File: config.mk
export PLATFORM = sky130hd
export DESIGN_NAME = quadrant_broadphase_binner_flat
export DESIGN_NICKNAME = d
export VERILOG_FILES = /design/src/hdl/qbb_pkg.sv /design/src/hdl/qbb_cmd_if.sv /design/src/hdl/qbb_res_if.sv /design/src/hdl/qbb_ram.sv /design/src/hdl/quadrant_broadphase_binner.sv /design/src/flat_wrapper.sv
export SDC_FILE = /design/constraint.sdc
export NUM_CORES = 1
export LEC_CHECK = 0
export BUFFER_PORTS_ARGS = -buffer_cell sky130_fd_sc_hd__buf_2
export CAP_MARGIN = 5
export CORE_AREA = 8 8 322 324
export CTS_CLUSTER_DIAMETER = 100
export DETAILED_ROUTE_END_ITERATION = 10
export DIE_AREA = 0 0 330 332
export GPL_ROUTABILITY_DRIVEN = 0
export GPL_TIMING_DRIVEN = 0
export PLACE_DENSITY_LB_ADDON = 0.25
export RECOVER_POWER = 25
export SETUP_SLACK_MARGIN = 0.02
export SLEW_MARGIN = 20
export SYNTH_ARGS = -nofsm -noshare
export SYNTH_HDL_FRONTEND = slang
export SYNTH_SLANG_ARGS = --single-unit
File: constraint.sdc
create_clock -name i_clk -period 5.97 [get_ports i_clk]
set_clock_uncertainty 0.15 [all_clocks]
set_input_delay 0.8955 -clock i_clk [delete_from_list [all_inputs] [get_ports i_clk]]
set_output_delay 0.8955 -clock i_clk [all_outputs]
set_load 0.01 [all_outputs]
File: src/hdl/qbb_pkg.sv
`timescale 1ns / 1ps
// ----------------------------------------------------------------------------
// qbb_pkg
// Shared widths, operation codes and register indexes of the quadrant binner.
// ----------------------------------------------------------------------------
package qbb_pkg;

    // Field widths of the command and result transfers
    localparam int FUNC_W   = 2;
    localparam int SHAPE_W  = 8;
    localparam int POS_W    = 16;
    localparam int RADIUS_W = 14;
    localparam int HALF_W   = 15;
    localparam int QUADS    = 4;
    localparam int QUAD_W   = 2;
    localparam int CFG_IDX_W = 1;

    // Wide enough to hold any supported id width before selecting bits
    localparam int ID_EXT_W = 16;

    // Operation codes
    localparam logic [FUNC_W-1:0] FUNC_INSERT   = 2'd0;
    localparam logic [FUNC_W-1:0] FUNC_RETRIEVE = 2'd1;
    localparam logic [FUNC_W-1:0] FUNC_CLEAR    = 2'd2;

    // Configuration register indexes
    localparam logic [CFG_IDX_W-1:0] CFG_HALF_WIDTH  = 1'd0;
    localparam logic [CFG_IDX_W-1:0] CFG_HALF_HEIGHT = 1'd1;

    localparam logic [HALF_W-1:0] HALF_RESET = 15'd1600;

    typedef logic [QUADS-1:0] t_quad_mask;

endpackage

File: src/hdl/qbb_cmd_if.sv
`timescale 1ns / 1ps
// ----------------------------------------------------------------------------
// qbb_cmd_if
// Command channel of the quadrant binner: valid/ready with operation payload.
// ----------------------------------------------------------------------------
interface qbb_cmd_if;

    logic                               valid;
    logic                               ready;
    logic [qbb_pkg::FUNC_W-1:0]         func;
    logic [qbb_pkg::SHAPE_W-1:0]        shape_id;
    logic signed [qbb_pkg::POS_W-1:0]   pos_x;
    logic signed [qbb_pkg::POS_W-1:0]   pos_y;
    logic [qbb_pkg::RADIUS_W-1:0]       radius;

    modport source (
        output valid, func, shape_id, pos_x, pos_y, radius,
        input  ready
    );

    modport sink (
        input  valid, func, shape_id, pos_x, pos_y, radius,
        output ready
    );

endinterface

File: src/hdl/qbb_res_if.sv
`timescale 1ns / 1ps
// ----------------------------------------------------------------------------
// qbb_res_if
// Result channel of the quadrant binner: valid/ready with candidate payload.
// ----------------------------------------------------------------------------
interface qbb_res_if;

    logic                           valid;
    logic                           ready;
    logic [qbb_pkg::SHAPE_W-1:0]    cand_id;
    qbb_pkg::t_quad_mask            quad_mask;
    logic                           overflow;
    logic                           last;

    modport source (
        output valid, cand_id, quad_mask, overflow, last,
        input  ready
    );

    modport sink (
        input  valid, cand_id, quad_mask, overflow, last,
        output ready
    );

endinterface

File: src/hdl/qbb_ram.sv
`timescale 1ns / 1ps
// ----------------------------------------------------------------------------
// qbb_ram
// Generic single-write, single-read RAM with a registered read port.
// ----------------------------------------------------------------------------
module qbb_ram #(
    parameter int WIDTH = 8,
    parameter int DEPTH = 64
) (
    input  logic                     i_clk,
    input  logic                     i_we,
    input  logic [$clog2(DEPTH)-1:0] i_waddr,
    input  logic [WIDTH-1:0]         i_wdata,
    input  logic                     i_re,
    input  logic [$clog2(DEPTH)-1:0] i_raddr,
    output logic [WIDTH-1:0]         o_rdata
);

    logic [WIDTH-1:0] r_mem [DEPTH];

    // Write port
    always_ff @(posedge i_clk) begin
        if (i_we) begin
            r_mem[i_waddr] <= i_wdata;
        end
    end

    // Registered read, data holds while no read is issued
    always_ff @(posedge i_clk) begin
        if (i_re) begin
            o_rdata <= r_mem[i_raddr];
        end
    end

endmodule

File: src/hdl/quadrant_broadphase_binner.sv
`timescale 1ns / 1ps
// ----------------------------------------------------------------------------
// quadrant_broadphase_binner
// Broad-phase binner: four quadrant id lists in one RAM, insert/retrieve/clear.
// ----------------------------------------------------------------------------
// Usage:
//   i_cmd carries one operation per transfer (insert, retrieve, clear); o_res
//   returns its results, the final one flagged by last. Half sizes are set
//   through the write port (i_cfg_we, i_cfg_idx, i_cfg_data); the user must
//   set them only while idle, which the block does not enforce. One command is
//   worked at a time; i_cmd.ready is high only when idle. Insert: the four
//   quadrants are visited one per cycle, writing the id into the list RAM.
//   Clear and unused codes go directly to the result state. Retrieve: a scan
//   reads every stored slot, one RAM read per cycle, and passes an empty list
//   without a read; the query id follows the last compare. The candidates
//   then stream at one per cycle while the receiver takes them, with a pass
//   through ST_EMIT_RD per quadrant looked at; copies of the query id are
//   skipped. The single RAM read port sets this rate. Results sit in an
//   output register; a new command can be taken while the last result still
//   waits. A stalled receiver freezes the candidate walk. Reset clears all
//   list counts and sets both half sizes to 1600 (100.0). Slots beyond a
//   list's count are never read, so the RAM needs no clearing.
// ----------------------------------------------------------------------------
module quadrant_broadphase_binner #(
    parameter int MAX_PER_QUADRANT = 16,
    parameter int ID_BITS          = 8
) (
    input  logic                            i_clk,
    input  logic                            i_rst_n,
    qbb_cmd_if.sink                         i_cmd,
    qbb_res_if.source                       o_res,
    input  logic                            i_cfg_we,
    input  logic [qbb_pkg::CFG_IDX_W-1:0]   i_cfg_idx,
    input  logic [qbb_pkg::HALF_W-1:0]      i_cfg_data
);

    localparam int SLOT_W = $clog2(MAX_PER_QUADRANT);
    localparam int CNT_W  = SLOT_W + 1;
    localparam int ADDR_W = qbb_pkg::QUAD_W + SLOT_W;
    localparam int DEPTH  = qbb_pkg::QUADS << SLOT_W;
    localparam logic [CNT_W-1:0] MAX_CNT = CNT_W'(MAX_PER_QUADRANT);

    // Sequencer states
    localparam logic [2:0] ST_IDLE    = 3'd0;
    localparam logic [2:0] ST_INS     = 3'd1;
    localparam logic [2:0] ST_SCAN    = 3'd2;
    localparam logic [2:0] ST_RESP    = 3'd3;
    localparam logic [2:0] ST_EMIT_RD = 3'd4;
    localparam logic [2:0] ST_EMIT_WT = 3'd5;

    logic [2:0]                       r_state;
    logic [qbb_pkg::HALF_W-1:0]       r_half_w;
    logic [qbb_pkg::HALF_W-1:0]       r_half_h;
    logic [CNT_W-1:0]                 r_cnt [qbb_pkg::QUADS];
    logic [qbb_pkg::FUNC_W-1:0]       r_func;
    logic [ID_BITS-1:0]               r_id;
    logic signed [qbb_pkg::POS_W-1:0] r_pos_x;
    logic signed [qbb_pkg::POS_W-1:0] r_pos_y;
    logic [qbb_pkg::RADIUS_W-1:0]     r_radius;
    logic [qbb_pkg::QUAD_W-1:0]       r_q;
    logic [SLOT_W-1:0]                r_i;
    logic                             r_walk_done;
    qbb_pkg::t_quad_mask              r_mask;
    logic                             r_ovf;
    logic                             r_cmp_v;
    logic [qbb_pkg::QUAD_W-1:0]       r_cmp_q;
    logic [SLOT_W-1:0]                r_cmp_i;
    qbb_pkg::t_quad_mask              r_found;
    qbb_pkg::t_quad_mask              r_has_other;
    logic [SLOT_W-1:0]                r_last_oth [qbb_pkg::QUADS];

    logic                             r_out_valid;
    logic [qbb_pkg::SHAPE_W-1:0]      r_out_id;
    qbb_pkg::t_quad_mask              r_out_mask;
    logic                             r_out_ovf;
    logic                             r_out_last;

    // RAM port signals
    logic                   ram_we;
    logic [ADDR_W-1:0]      ram_waddr;
    logic                   ram_re;
    logic [ADDR_W-1:0]      ram_raddr;
    logic [ID_BITS-1:0]     ram_rdata;

    logic [qbb_pkg::ID_EXT_W-1:0] shape_ext;
    logic [qbb_pkg::ID_EXT_W-1:0] rd_ext;
    logic [qbb_pkg::ID_EXT_W-1:0] qid_ext;
    logic                   cmd_xfer;
    logic                   out_free;
    logic [CNT_W-1:0]       cur_cnt;
    logic                   cur_full;
    logic                   scan_issue;
    logic                   scan_end_q;
    qbb_pkg::t_quad_mask    act;
    logic                   later_act;
    logic                   emit_end_q;
    logic                   emit_last;
    logic                   rd_is_query;

    logic signed [17:0]     x18;
    logic signed [17:0]     y18;
    logic signed [17:0]     m18;
    logic signed [17:0]     sx;
    logic signed [17:0]     sy;
    logic                   east_x;
    logic                   west_x;
    logic                   north_y;
    logic                   south_y;
    qbb_pkg::t_quad_mask    hit;

    assign cmd_xfer    = i_cmd.valid && i_cmd.ready;
    assign i_cmd.ready = (r_state == ST_IDLE);
    assign out_free    = !r_out_valid || o_res.ready;

    // Id width adaptation between the 8-bit fields and the stored ids
    assign shape_ext = qbb_pkg::ID_EXT_W'(i_cmd.shape_id);
    assign rd_ext    = qbb_pkg::ID_EXT_W'(ram_rdata);
    assign qid_ext   = qbb_pkg::ID_EXT_W'(r_id);

    assign cur_cnt  = r_cnt[r_q];
    assign cur_full = (cur_cnt >= MAX_CNT);

    // Quadrant box test, bounds inclusive and widened by twice the radius
    assign x18 = 18'(r_pos_x);
    assign y18 = 18'(r_pos_y);
    assign m18 = signed'({3'b000, r_radius, 1'b0});
    assign sx  = signed'({3'b000, r_half_w}) + m18;
    assign sy  = signed'({3'b000, r_half_h}) + m18;
    assign east_x  = (x18 >= -m18) && (x18 <= sx);
    assign west_x  = (x18 >= -sx)  && (x18 <= m18);
    assign north_y = (y18 >= -m18) && (y18 <= sy);
    assign south_y = (y18 >= -sy)  && (y18 <= m18);
    assign hit = {east_x && south_y, west_x && south_y, east_x && north_y, west_x && north_y};

    // Scan walk: issue a read while the current slot lies below the count
    assign scan_issue = (r_state == ST_SCAN) && !r_walk_done && ({1'b0, r_i} < cur_cnt);
    assign scan_end_q = ({1'b0, r_i} + CNT_W'(1) >= cur_cnt);

    // Candidate walk bookkeeping
    assign act         = r_found & r_has_other;
    assign later_act   = |(act & qbb_pkg::t_quad_mask'(4'b1110 << r_q));
    assign emit_end_q  = (r_i == r_last_oth[r_q]);
    assign emit_last   = emit_end_q && !later_act;
    assign rd_is_query = (ram_rdata == r_id);

    // RAM access selection
    always_comb begin
        ram_we    = (r_state == ST_INS) && hit[r_q] && !cur_full;
        ram_waddr = {r_q, cur_cnt[SLOT_W-1:0]};
        ram_re    = 1'b0;
        ram_raddr = {r_q, r_i};
        case (r_state)
            ST_SCAN: begin
                ram_re = scan_issue;
            end
            ST_EMIT_RD: begin
                ram_re = act[r_q];
            end
            ST_EMIT_WT: begin
                ram_raddr = {r_q, r_i + SLOT_W'(1)};
                ram_re    = !emit_end_q && (rd_is_query || out_free);
            end
            default: begin
                ram_re = 1'b0;
            end
        endcase
    end

    qbb_ram #(
        .WIDTH (ID_BITS),
        .DEPTH (DEPTH)
    ) u_ids (
        .i_clk   (i_clk),
        .i_we    (ram_we),
        .i_waddr (ram_waddr),
        .i_wdata (r_id),
        .i_re    (ram_re),
        .i_raddr (ram_raddr),
        .o_rdata (ram_rdata)
    );

    // Configuration registers
    always_ff @(posedge i_clk) begin
        if (!i_rst_n) begin
            r_half_w <= qbb_pkg::HALF_RESET;
            r_half_h <= qbb_pkg::HALF_RESET;
        end else if (i_cfg_we) begin
            case (i_cfg_idx)
                qbb_pkg::CFG_HALF_WIDTH:  r_half_w <= i_cfg_data;
                qbb_pkg::CFG_HALF_HEIGHT: r_half_h <= i_cfg_data;
                default: begin
                    r_half_w <= r_half_w;
                end
            endcase
        end
    end

    // Capture the command payload on transfer
    always_ff @(posedge i_clk) begin
        if (cmd_xfer) begin
            r_func   <= i_cmd.func;
            r_id     <= shape_ext[ID_BITS-1:0];
            r_pos_x  <= i_cmd.pos_x;
            r_pos_y  <= i_cmd.pos_y;
            r_radius <= i_cmd.radius;
        end
    end

    // Scan compare stage: works on the read data in the cycle after the RAM read
    always_ff @(posedge i_clk) begin
        r_cmp_q <= r_q;
        r_cmp_i <= r_i;
        if (cmd_xfer) begin
            r_found     <= '0;
            r_has_other <= '0;
        end else if (r_cmp_v) begin
            if (rd_is_query) begin
                r_found[r_cmp_q] <= 1'b1;
            end else begin
                r_has_other[r_cmp_q] <= 1'b1;
                r_last_oth[r_cmp_q]  <= r_cmp_i;
            end
        end
    end

    // Sequencer and list counts
    always_ff @(posedge i_clk) begin
        if (!i_rst_n) begin
            r_state     <= ST_IDLE;
            r_cmp_v     <= 1'b0;
            r_walk_done <= 1'b0;
            for (int q = 0; q < qbb_pkg::QUADS; q++) begin
                r_cnt[q] <= '0;
            end
        end else begin
            r_cmp_v <= scan_issue;
            case (r_state)
                ST_IDLE: begin
                    if (cmd_xfer) begin
                        r_q         <= '0;
                        r_i         <= '0;
                        r_walk_done <= 1'b0;
                        r_mask      <= '0;
                        r_ovf       <= 1'b0;
                        case (i_cmd.func)
                            qbb_pkg::FUNC_INSERT:   r_state <= ST_INS;
                            qbb_pkg::FUNC_RETRIEVE: r_state <= ST_SCAN;
                            qbb_pkg::FUNC_CLEAR: begin
                                for (int q = 0; q < qbb_pkg::QUADS; q++) begin
                                    r_cnt[q] <= '0;
                                end
                                r_state <= ST_RESP;
                            end
                            default: r_state <= ST_RESP;
                        endcase
                    end
                end
                ST_INS: begin
                    // Visit one quadrant per cycle, append or flag overflow
                    if (hit[r_q]) begin
                        if (cur_full) begin
                            r_ovf <= 1'b1;
                        end else begin
                            r_cnt[r_q]  <= cur_cnt + CNT_W'(1);
                            r_mask[r_q] <= 1'b1;
                        end
                    end
                    r_q <= r_q + qbb_pkg::QUAD_W'(1);
                    if (r_q == qbb_pkg::QUAD_W'(qbb_pkg::QUADS - 1)) begin
                        r_state <= ST_RESP;
                    end
                end
                ST_SCAN: begin
                    if (!r_walk_done) begin
                        // Advance slot, or move to the next quadrant
                        if (scan_end_q) begin
                            r_i <= '0;
                            r_q <= r_q + qbb_pkg::QUAD_W'(1);
                            if (r_q == qbb_pkg::QUAD_W'(qbb_pkg::QUADS - 1)) begin
                                r_walk_done <= 1'b1;
                            end
                        end else begin
                            r_i <= r_i + SLOT_W'(1);
                        end
                    end else if (!r_cmp_v) begin
                        r_state <= ST_RESP;
                    end
                end
                ST_RESP: begin
                    if (out_free) begin
                        r_q <= '0;
                        r_i <= '0;
                        if (r_func == qbb_pkg::FUNC_RETRIEVE && act != '0) begin
                            r_state <= ST_EMIT_RD;
                        end else begin
                            r_state <= ST_IDLE;
                        end
                    end
                end
                ST_EMIT_RD: begin
                    if (act[r_q]) begin
                        r_state <= ST_EMIT_WT;
                    end else begin
                        r_q <= r_q + qbb_pkg::QUAD_W'(1);
                    end
                end
                ST_EMIT_WT: begin
                    // Skip copies of the query id, hold while the output is full
                    if (rd_is_query || out_free) begin
                        if (emit_end_q) begin
                            r_i <= '0;
                            r_q <= r_q + qbb_pkg::QUAD_W'(1);
                            r_state <= emit_last ? ST_IDLE : ST_EMIT_RD;
                        end else begin
                            r_i <= r_i + SLOT_W'(1);
                        end
                    end
                end
                default: begin
                    r_state <= ST_IDLE;
                end
            endcase
        end
    end

    // Output register: load a result, drop it once transferred
    always_ff @(posedge i_clk) begin
        if (!i_rst_n) begin
            r_out_valid <= 1'b0;
        end else if (r_state == ST_RESP && out_free) begin
            r_out_valid <= 1'b1;
        end else if (r_state == ST_EMIT_WT && out_free && !rd_is_query) begin
            r_out_valid <= 1'b1;
        end else if (o_res.ready) begin
            r_out_valid <= 1'b0;
        end
    end

    always_ff @(posedge i_clk) begin
        if (r_state == ST_RESP && out_free) begin
            r_out_id   <= qid_ext[qbb_pkg::SHAPE_W-1:0];
            r_out_mask <= (r_func == qbb_pkg::FUNC_INSERT) ? r_mask : '0;
            r_out_ovf  <= (r_func == qbb_pkg::FUNC_INSERT) && r_ovf;
            r_out_last <= (r_func != qbb_pkg::FUNC_RETRIEVE) || (act == '0);
        end else if (r_state == ST_EMIT_WT && out_free && !rd_is_query) begin
            r_out_id   <= rd_ext[qbb_pkg::SHAPE_W-1:0];
            r_out_mask <= qbb_pkg::t_quad_mask'(4'b0001 << r_q);
            r_out_ovf  <= 1'b0;
            r_out_last <= emit_last;
        end
    end

    assign o_res.valid     = r_out_valid;
    assign o_res.cand_id   = r_out_id;
    assign o_res.quad_mask = r_out_mask;
    assign o_res.overflow  = r_out_ovf;
    assign o_res.last      = r_out_last;

endmodule

File: src/flat_wrapper.sv
// flat-port wrapper written by rule: the top's interface ports become plain ports
module quadrant_broadphase_binner_flat 
#(
    parameter int MAX_PER_QUADRANT = 16,
    parameter int ID_BITS          = 8
)
  (i_clk, i_rst_n, i_cfg_we, i_cfg_idx, i_cfg_data, i_cmd_valid, i_cmd_func, i_cmd_shape_id, i_cmd_pos_x, i_cmd_pos_y, i_cmd_radius, i_cmd_ready, o_res_valid, o_res_cand_id, o_res_quad_mask, o_res_overflow, o_res_last, o_res_ready);
  qbb_cmd_if i_cmd_i ();
  qbb_res_if o_res_i ();
  input  logic i_clk;
  input  logic i_rst_n;
  input  logic i_cfg_we;
  input  logic [qbb_pkg::CFG_IDX_W-1:0] i_cfg_idx;
  input  logic [qbb_pkg::HALF_W-1:0] i_cfg_data;
  input wire logic [$bits(i_cmd_i.valid)-1:0] i_cmd_valid;
  input wire logic [$bits(i_cmd_i.func)-1:0] i_cmd_func;
  input wire logic [$bits(i_cmd_i.shape_id)-1:0] i_cmd_shape_id;
  input wire logic [$bits(i_cmd_i.pos_x)-1:0] i_cmd_pos_x;
  input wire logic [$bits(i_cmd_i.pos_y)-1:0] i_cmd_pos_y;
  input wire logic [$bits(i_cmd_i.radius)-1:0] i_cmd_radius;
  output wire logic [$bits(i_cmd_i.ready)-1:0] i_cmd_ready;
  output wire logic [$bits(o_res_i.valid)-1:0] o_res_valid;
  output wire logic [$bits(o_res_i.cand_id)-1:0] o_res_cand_id;
  output wire logic [$bits(o_res_i.quad_mask)-1:0] o_res_quad_mask;
  output wire logic [$bits(o_res_i.overflow)-1:0] o_res_overflow;
  output wire logic [$bits(o_res_i.last)-1:0] o_res_last;
  input wire logic [$bits(o_res_i.ready)-1:0] o_res_ready;
  assign i_cmd_i.valid = i_cmd_valid;
  assign i_cmd_i.func = i_cmd_func;
  assign i_cmd_i.shape_id = i_cmd_shape_id;
  assign i_cmd_i.pos_x = i_cmd_pos_x;
  assign i_cmd_i.pos_y = i_cmd_pos_y;
  assign i_cmd_i.radius = i_cmd_radius;
  assign i_cmd_ready = i_cmd_i.ready;
  assign o_res_valid = o_res_i.valid;
  assign o_res_cand_id = o_res_i.cand_id;
  assign o_res_quad_mask = o_res_i.quad_mask;
  assign o_res_overflow = o_res_i.overflow;
  assign o_res_last = o_res_i.last;
  assign o_res_i.ready = o_res_ready;
  quadrant_broadphase_binner #(.MAX_PER_QUADRANT(MAX_PER_QUADRANT), .ID_BITS(ID_BITS)) u_core (.i_clk(i_clk), .i_rst_n(i_rst_n), .i_cmd(i_cmd_i), .o_res(o_res_i), .i_cfg_we(i_cfg_we), .i_cfg_idx(i_cfg_idx), .i_cfg_data(i_cfg_data));
endmodule
==> flow_summary_export.csv <==
group,metric,value,unit
critical_path,path_cells,"ha_4 -> fa_2 -> a211oi_2 -> o21bai_1 -> a21oi_2 -> xnor2_2 -> or4_4 -> or4_4 -> nor4_4 -> xnor2_1 -> ha_1 -> nand4_1 -> nor3_4 -> nand4_1 -> o211ai_1 -> mux2_4 -> a32oi_4 -> buf_12 -> clkbuf_16 -> buf_12 -> nor4_4 -> buf_12",
floorplan,num_rows,116,
cells_and_area,final_area,40280,um2
critical_path,reg2reg_depth,22,
pwr,p_per_area,425.2,nW/um2
route,vias,22180,
pwr,p_clk_share,27.5,%
pwr,seqPwrFrac,35.7,%
global_route,overflow,0,
floorplan,dieArea,109600,um2
global_route,grt_max_degree,48,
pwr,vdd_drop_max,0.2802,mV
synthesis,ys_top_cells_by_count,"edfxtp_1 (637), nand2_1 (412), nand3_1 (183)",
global_route,gr-usage-met3,2.707,%
sta,hold-worst-slack,262.1,ps
critical_path,r2r_setup_slack,10,ps
cts,clk_pin_slew_worst_paths,60,ps
placed_design,dp_slack,-1769,ps
route,routed_via_density,5.358,
floorplan,die_w,330,um
sta,setup_ws,13.22,ps
cts,h-tree-depth,3,
global_route,grt_use_total,16.83,%
cells_and_area,insertedDiodeCount,0,
sta,rsz0062_at_grt,"true",
global_route,top_usage_layer,"met2",
sta,tns,0,ps
route,drtIter0Drc,1865,
cells_and_area,syn2layout_area_growth,25.18,%
critical_path,arrival,6170,ps
route,wirelength,95130,um
placed_design,postPlaceCellArea,35340,um2
sta,tightestPinTransition,1214,ps
sta,setup_viol,0,
synthesis,synth-seq-area-share,62.68,%
floorplan,initial_utilization,32.51,%
route,antenna_left,0,
critical_path,cp_common_cell,"buf_12",
hold_path,worst_hold_startpoint,"u_core.r_i[3]$_DFFE_PP_",
cts,cts_tree,"yes",
route,drc_errors,0,
pwr,p_sw,6.401,mW
synthesis,synth.most_common_cell,"edfxtp_1",
synthesis,syn-cell-area,32180,um2
critical_path,critPathLaunchType,"flop",
status,status,"finished, final reports clean",
critical_path,cp-end-kind,"flop",
synthesis,async_flop_share,0,%
sta,finalCritPeriodShare,99.78,%
cts,clk_latency,660,ps
placed_design,post-dp-hpwl,68490,um
synthesis,synth_edf_count,637,
critical_path,required,6180,ps
route,wl_per_cell,22.98,um
critical_path,r2r_start,"u_core.r_radius[0]$_DFFE_PP_",
synthesis,syn_inst,2470,
placed_design,portBuffers,91,
critical_path,crit_fanout,8,
hold_path,holdPathStages,0,
global_route,gr-usage-met1,22.33,%
pwr,power_frac_comb,36.8,%
cells_and_area,drive_gt1_share,20.23,%
sta,slew_headroom,19.06,%
synthesis,synth_top_area_cell,"edfxtp_1",
synthesis,syn_nets,2723,
critical_path,critPathSlowestCell,"or4_4",
cts,clock-sinks,689,
sta,fin_crit,5957,ps
hold_path,hp-class,"flop to flop",
synthesis,synth_top_area_share,59.45,%
cts,clock_path_buffers,3,
synthesis,yosys_register_bits,689,
synthesis,synth-main-ff-cell,"edfxtp_1",
floorplan,fp.coreArea,98980,um2
floorplan,die_h,332,um
cts,cts_inserted_buffers,76,
critical_path,critPathKind,"flop to flop",
cells_and_area,final_nets,3037,
global_route,use_met2,28.14,%
synthesis,synth_area_leaders,"edfxtp_1 (59%), ha_1 (6.8%), mux4_2 (5.0%)",
critical_path,cpPeakStageDelay,570,ps
pwr,p_int,10.73,mW
global_route,antenna_found_initial,3,
flow_run,max_cap_violations,0,
route,dr.pass1.iters,5,
global_route,grt_pass1_wl,140500,um
synthesis,ys_types,77,
cts,cts-root-buf,"clkbuf_16",
sta,slew_viol_final,0,
cells_and_area,final_util,40.69,%
pwr,switching_share,37.37,%
hold_path,hold-path-endpoint,"u_core.r_cmp_i[3]$_DFF_P_",
sta,hold_viol,0,
pwr,p_leak,14.36,nW
global_route,grt_pass1_vias,22230,
critical_path,rr_endpoint,"u_core.u_ids.r_mem[11][1]$_DFFE_PP_",
synthesis,yosysWarnings,0,
synthesis,syn_area_per_cell,13.03,um2
floorplan,pin_count,93,
sta,fmax,167.9,MHz
power by group through the flow:
stage	logic (mW)	clock network (mW)	registers, mW
4_1_cts	6.01	4.78	6.12
3_3_place_gp	4.74	0	6.46
6_report	6.31	4.70	6.11
3_5_place_dp	5.32	0	6.22
2_1_floorplan	3.27	0	6.16
5_1_grt	6.76	4.96	6.14
routing by layer:
layer	up-vias	routed length [um]
met2	748	45800
met4	2	2805
met1	11130	40820
met5	-	13
met3	184	5689
li1	10120	-
per-stage QoR:
step	total power, mW	cells
detailed placement	11.55	3894
global placement	11.20	3859
floorplan	9.433	2470
global route	17.86	4140
finish	17.13	4140
CTS	16.91	4119
critical path: cells and delay by family, from the launching register on:
kind                     cells  cell delay, ps
AND/OR/NAND/NOR              7            2210
adder cells (fa/ha/maj)      3             870
AO/OA/AOI/OAI                5             810
buffers and inverters        4             720
flip-flops                   1             440
multiplexers                 1             230
XOR/XNOR                     2             210
how the worst max path moves through the flow:
stage	startpoint	end	slack (ps)	depth (start not counted)
floorplan	u_core.r_radius[0]$_DFFE_PP_	u_core.u_ids.r_mem[23][0]$_DFFE_PP_	-100	21
global placement	u_core.r_radius[0]$_DFFE_PP_	u_core.u_ids.r_mem[63][0]$_DFFE_PP_	-2460	20
detailed placement	u_core.r_radius[0]$_DFFE_PP_	u_core.u_ids.r_mem[18][2]$_DFFE_PP_	-1770	21
CTS	u_core.r_radius[0]$_DFFE_PP_	u_core.u_ids.r_mem[59][4]$_DFFE_PP_	10	22
global route	u_core.r_radius[3]$_DFFE_PP_	u_core.u_ids.r_mem[26][4]$_DFFE_PP_	-120	21
finish	u_core.r_radius[0]$_DFFE_PP_	u_core.u_ids.r_mem[11][1]$_DFFE_PP_	10	22
final cells by class:
type | count | area (um2)
Sequential cell | 689 | 20170
Timing Repair Buffer | 236 | 2400
Inverter | 68 | 257.7
Fill cell | 9095 | 58710
Tap cell | 1298 | 1624
Clock inverter | 42 | 518.0
Clock buffer | 94 | 1989
Multi-Input combinational cell | 1600 | 12680
Buffer | 113 | 644.4
sequential cells by signal (all words and copies together) (netlist names), 14 cells and up, named ones only:
name	flops
u_core.r_half_w	15
u_core.u_ids.r_mem	512
u_core.r_pos_x	16
u_core.r_last_oth	16
u_core.r_cnt	20
u_core.r_pos_y	16
u_core.r_radius	14
u_core.r_half_h	15
cells by family after synthesis:
| logic type | synth area share [%] |
|---|---|
| flip-flops | 62.68 |
| AND/OR/NAND/NOR | 13.66 |
| AO/OA/AOI/OAI | 7.128 |
| buffers and inverters | 2.209 |
| multiplexers | 5.471 |
| adder cells (fa/ha/maj) | 6.891 |
| XOR/XNOR | 1.960 |
layout by cell type (no fill, tap or decap), drive strengths merged, types with 12 or more instances in the layout:
cell type  count
edfxtp       637
nand2        412
buf          257
clkbuf       186
nand3        183
ha           174
nor2          84
nor4          82
mux4          72
inv           72
o21ai         62
a21oi         58
dfxtp         52
nand4         51
xnor2         44
nor3          41
a21o          30
a21boi        30
clkinv        29
xor2          28
a22oi         24
a211oi        18
a311oi        17
a221oi        17
nand2b        14
nor2b         14
and3          12
and2          12
what timing repair did:
action | in CTS | in global routing
endpoints found under the hold margin | 0 | 0
hold buffers | 0 | 0
gates resized for setup | 142 | 71
gates cloned | 1 | 1
pin swaps | 79 | 31
buffers inserted | 89 | 20
endpoints found under the setup margin | 557 | 546
Power figures use the tool's default switching activity.
